**src/design/mep_pkg.sv**
```systemverilog
// ----------------------------------------------------------------------------
// mep_pkg
// Shared widths, register codes, transaction types and the saturation helper
// for the mandelbrot escape-time pixel unit.
// ----------------------------------------------------------------------------
package mep_pkg;

    localparam int WORD_W        = 32;
    localparam int FRACTION_BITS = 28;
    localparam int WIDE_W        = 2 * WORD_W + 2;
    localparam int PIX_W         = 10;
    localparam int STEP_W        = 31;
    localparam int ITER_W        = 16;
    localparam int COLOR_W       = 8;
    localparam int ADDR_W        = 5;
    localparam int DATA_W        = 32;
    localparam int REG_IDX_W     = 3;

    localparam logic [REG_IDX_W-1:0] REG_X_ORIGIN = 3'd0;
    localparam logic [REG_IDX_W-1:0] REG_Y_ORIGIN = 3'd1;
    localparam logic [REG_IDX_W-1:0] REG_X_STEP   = 3'd2;
    localparam logic [REG_IDX_W-1:0] REG_Y_STEP   = 3'd3;
    localparam logic [REG_IDX_W-1:0] REG_MAX_ITER = 3'd4;

    localparam logic signed [WORD_W-1:0] X_ORIGIN_RST = -32'sd536870912;
    localparam logic signed [WORD_W-1:0] Y_ORIGIN_RST = -32'sd402653184;
    localparam logic [STEP_W-1:0]        X_STEP_RST   = 31'd786432;
    localparam logic [STEP_W-1:0]        Y_STEP_RST   = 31'd786432;
    localparam logic [ITER_W-1:0]        MAX_ITER_RST = 16'd512;

    localparam logic signed [WIDE_W-1:0] WIDE_MAX =
        (WIDE_W'(1) << (WORD_W - 1)) - WIDE_W'(1);
    localparam logic signed [WIDE_W-1:0] WIDE_MIN = -WIDE_MAX - WIDE_W'(1);
    localparam logic signed [WIDE_W-1:0] FOUR_Q   = WIDE_W'(4) << FRACTION_BITS;

    localparam logic signed [WORD_W-1:0] WORD_MAX = {1'b0, {(WORD_W-1){1'b1}}};
    localparam logic signed [WORD_W-1:0] WORD_MIN = {1'b1, {(WORD_W-1){1'b0}}};

    typedef struct packed {
        logic [PIX_W-1:0] pixel_x;
        logic [PIX_W-1:0] pixel_y;
    } pixel_in_t;

    typedef struct packed {
        logic [COLOR_W-1:0] red;
        logic [COLOR_W-1:0] green;
        logic [COLOR_W-1:0] blue;
        logic [ITER_W-1:0]  iteration_count;
        logic               inside_set;
    } pixel_out_t;

    typedef struct packed {
        logic signed [WORD_W-1:0] x_origin;
        logic signed [WORD_W-1:0] y_origin;
        logic [STEP_W-1:0]        x_step;
        logic [STEP_W-1:0]        y_step;
        logic [ITER_W-1:0]        iter_limit;
    } cfg_t;

    typedef struct packed {
        logic signed [WORD_W-1:0] zr2;
        logic signed [WORD_W-1:0] zi2;
        logic signed [WORD_W-1:0] twice;
    } sq_t;

    function automatic logic signed [WORD_W-1:0] sat_word(
        input logic signed [WIDE_W-1:0] v
    );
        logic signed [WORD_W-1:0] r;
        if (v > WIDE_MAX)
            r = WORD_MAX;
        else if (v < WIDE_MIN)
            r = WORD_MIN;
        else
            r = WORD_W'(v);
        return r;
    endfunction

endpackage

```
**src/design/mep_cfg.sv**
```systemverilog
// ----------------------------------------------------------------------------
// mep_cfg
// APB register file holding the view window and the iteration limit.
// ----------------------------------------------------------------------------
module mep_cfg (
    input  logic                        clk,
    input  logic                        rst_n,
    input  logic                        psel,
    input  logic                        penable,
    input  logic                        pwrite,
    input  logic [mep_pkg::ADDR_W-1:0]  paddr,
    input  logic [mep_pkg::DATA_W-1:0]  pwdata,
    output logic [mep_pkg::DATA_W-1:0]  prdata,
    output logic                        pready,
    output mep_pkg::cfg_t               cfg
);
    import mep_pkg::*;

    cfg_t                   cfg_reg;
    cfg_t                   cfg_next;
    logic [REG_IDX_W-1:0]   idx;
    logic                   wr_en;

    assign pready = 1'b1;
    assign idx    = paddr[ADDR_W-1:2];
    assign wr_en  = psel & penable & pwrite & pready;
    assign cfg    = cfg_reg;

    always_comb
    begin
        cfg_next = cfg_reg;
        if (wr_en)
        begin
            unique case (idx)
                REG_X_ORIGIN: cfg_next.x_origin   = $signed(pwdata[WORD_W-1:0]);
                REG_Y_ORIGIN: cfg_next.y_origin   = $signed(pwdata[WORD_W-1:0]);
                REG_X_STEP:   cfg_next.x_step     = pwdata[STEP_W-1:0];
                REG_Y_STEP:   cfg_next.y_step     = pwdata[STEP_W-1:0];
                REG_MAX_ITER: cfg_next.iter_limit = pwdata[ITER_W-1:0];
                default:      cfg_next = cfg_reg;
            endcase
        end
    end

    always_comb
    begin
        unique case (idx)
            REG_X_ORIGIN: prdata = DATA_W'(unsigned'(cfg_reg.x_origin));
            REG_Y_ORIGIN: prdata = DATA_W'(unsigned'(cfg_reg.y_origin));
            REG_X_STEP:   prdata = DATA_W'(cfg_reg.x_step);
            REG_Y_STEP:   prdata = DATA_W'(cfg_reg.y_step);
            REG_MAX_ITER: prdata = DATA_W'(cfg_reg.iter_limit);
            default:      prdata = '0;
        endcase
    end

    always_ff @(posedge clk or negedge rst_n)
    begin
        if (!rst_n)
        begin
            cfg_reg.x_origin   <= X_ORIGIN_RST;
            cfg_reg.y_origin   <= Y_ORIGIN_RST;
            cfg_reg.x_step     <= X_STEP_RST;
            cfg_reg.y_step     <= Y_STEP_RST;
            cfg_reg.iter_limit <= MAX_ITER_RST;
        end
        else
        begin
            cfg_reg <= cfg_next;
        end
    end

endmodule

```
**config.mk**
```make
export PLATFORM = sky130hd
export DESIGN_NAME = mep_cfg
export DESIGN_NICKNAME = d
export VERILOG_FILES = /design/src/design/mep_pkg.sv /design/src/design/mep_cfg.sv
export SDC_FILE = /design/constraint.sdc
export NUM_CORES = 1
export LEC_CHECK = 0
export ABC_CLOCK_PERIOD_IN_PS = 4560
export BUFFER_PORTS_ARGS = -buffer_cell sky130_fd_sc_hd__clkbuf_2
export CAP_MARGIN = 25
export CELL_PAD_IN_SITES_DETAIL_PLACEMENT = 1
export CELL_PAD_IN_SITES_GLOBAL_PLACEMENT = 1
export CORE_ASPECT_RATIO = 1.25
export CORE_MARGIN = 3
export CORE_UTILIZATION = 43
export DETAILED_ROUTE_END_ITERATION = 16
export GPL_TIMING_DRIVEN = 0
export PLACE_DENSITY = 0.84
export SLEW_MARGIN = 20
export SYNTH_ARGS = -nofsm -noshare
export SYNTH_HDL_FRONTEND = slang
export SYNTH_SLANG_ARGS = --single-unit
export TNS_END_PERCENT = 20
```
**constraint.sdc**
```tcl
create_clock -name clk -period 4.56 [get_ports clk]
set_input_delay 0.684 -clock clk [delete_from_list [all_inputs] [get_ports clk]]
set_output_delay 0.684 -clock clk [all_outputs]
set_load 0.01 [all_outputs]
```
==> key figures <==
Run status
  – Run status: finished clean

Timing
  – Worst clock skew: 0 ns
  – TNS Setup: 0 ns
  – Min cycle time layout: 3.39 ns
  – Hold WS: 0.220 ns
  – Measured slew at the worst slew-check pin: 1.07 ns
  – Final Setup Violations: 0
  – Tcrit/Tclk final: 0.743
  – Max_slew headroom: 0.287
  – RSZ-0062 raised after global routing: false
  – Hold Vio Cnt, Final: 0
  – Achievable Freq: 295 MHz
  – Max Slew Vio Count: 0
  – Final setup margin: 1.17 ns

CTS
  – CTS tree: yes
  – Worst skew pair latency: 0.42 ns
  – CTS Buf Count: 17
  – Post-CTS setup buffer count: 0
  – CTS Sinks: 142
  – Clock-pin slew on the worst setup and hold paths: 0.05 ns
  – Htree depth: 4
  – CTS max path bufs: 2
  – Post-CTS resize count: 0
  – Root Driver: clkbuf_16
  – Post-CTS Hold Fix Bufs: 0

Final layout
  – Multi-input gate area: 2710 sq um
  – Register area: 3570 sq um
  – Fill cells: 1508
  – Number of flip-flops in the largest register: 142
  – Area Growth Syn to Fin: 29.0%
  – Most common cell after layout, fill and taps aside: clkbuf_2
  – Antenna diode count: 0
  – Layout cells sized above 1: 0.668
  – Non-filler cells, final: 844
  – Most frequent cells in the layout: 211 x clkbuf_2, 152 x mux2_2, 130 x dfrtp_1, 19 x buf_2
  – # nets final: 696

Placement
  – IO buf count: 212
  – RePlAce Congestion: 0.789
  – Dpl ws: 1.18 ns
  – Placed cells: 813
  – DP HPWL: 14000 um

Die
  – Number of I/O pins: 217
  – Std cell rows: 49
  – Core region area: 14500 sq um
  – Total die area: 16400 sq um
  – Die Span Y: 143 um
  – Initial Util: 0.442
  – Die Wd: 115 um

Setup path
  – CP Class: in2out
  – CP Max Fanout: 10
  – Critical Path AT: 2.71 ns
  – Critical Path End Type: output port
  – CP required: 3.88 ns
  – CP Launch Type: input port

Synthesis
  – Mapped Avg Cell Area: 15.2 sq um
  – Flops & latches, synth: 142
  – Seq/Total Area, Yosys: 0.556
  – Synth Instances: 422
  – Total number of yosys warnings: 0
  – Syn nets: 464
  – Synthesized cell area: 6420 sq um
  – Distinct cells, synth: 23

GRT
  – GRT Resource Usage Total: 0.238
  – Pin count of the biggest net entering global routing: 93
  – Initial antenna violation count: 0
  – GR Overflow Total: 0
  – First-pass GRT wire length: 29400 um
  – Vias in the first global route: 5030

Power
  – Leakage power: 0.00417 uW
  – Pwr dens: 480 nW/um^2
  – Worst vdd rail ir drop: 0.000248 V

Route
  – Final WL: 19100 um
  – Iteration-0 DRC count of the detailed router: 134
  – Final ANT Viol Nets: 0
  – TritonRoute pass-1 iters: 4
  – Via-to-Cell Ratio: 5.48
  – Via count: 4629
  – WL per Instance: 22.6 um
  – # DRC: 0

Min path
  – Worst Hold Class: in2async

Run
  – Max_cap viols: 0
## worst paths after layout
kind	endpoint	slack [ns]	start	cells past startpoint
min in group clk	cfg[141]	0.52	pwdata[31]	2
setup / recovery	prdata[1]	1.17	paddr[2]	6
setup reg to reg	cfg[119]	3.74	cfg[119]	1
hold / removal	cfg[134]	0.22	rst_n	1
max in group asynchronous	cfg[9]	3.50	rst_n	2
hold reg to reg	cfg[70]	0.53	cfg[70]	1
## cell type report
cell class / count / share of cell area
timing repair buffer: 213 / 0.132
clock inverter: 7 / 0.00755
multi-input combinational: 251 / 0.327
tap: 178 / 0.0269
sequential: 142 / 0.431
buffer: 29 / 0.0174
clock buffer: 24 / 0.0581
## kinds of logic after synthesis
logic type | after synthesis | synth area share
AOI/OAI and AO/OA | 16 | 0.0249
buffers and inverters | 29 | 0.0224
DFF | 142 | 0.556
muxes | 190 | 0.356
other | 1 | 0.000584
and+or+nand+nor | 44 | 0.0405
## power breakdown
part | internal (uW) | total (uW) | switching [uW]
combinational | 496 | 964 | 468
clock | 785 | 1280 | 498
sequential | 1520 | 1730 | 205
total | 2810 | 3980 | 1170
## stage by stage
step	cell area [sq um]	util	total power, uW
finish	8290	0.570	3980
global route	8290	0.570	4190
CTS	8290	0.570	4020
detailed placement	7740	0.533	2720
global placement	7710	0.530	2660
floorplan	6420	-	2220
## cells in the mapped netlist (all sizes together)
master	instances	share of area
a311o	1	0.0016
nor2	18	0.011
dfstp	12	0.049
nor3	3	0.0031
and3	2	0.0019
mux2i	18	0.028
dfrtp	130	0.51
mux4	15	0.053
nand2b	1	0.00097
nor2b	15	0.015
clkbuf	5	0.0029
nand2	1	0.00058
mux2	157	0.28
buf	24	0.019
conb	1	0.00058
nor3b	3	0.0051
nand4b	1	0.0037
a221o	15	0.023
## worst max-delay path, stage by stage
cell      delay [ns]
clkbuf_2        0.14
buf_4           0.23
nor3b_1         0.89
buf_2           0.41
a221o_1         0.21
clkbuf_2        0.14
## metal layers
| layer | wire length (um) | share of wire | vias up | track usage |
|---|---|---|---|---|
| met5 | 0 | 0 | - | 0 |
| met4 | 455 | 0.024 | 0 | 0.0810 |
| met3 | 1410 | 0.074 | 32 | 0.0797 |
| met2 | 9870 | 0.52 | 196 | 0.410 |
| met1 | 7350 | 0.39 | 2381 | 0.279 |
| li1 | - | - | 2020 | - |
Note: power is estimated with default switching activity, not from simulation.
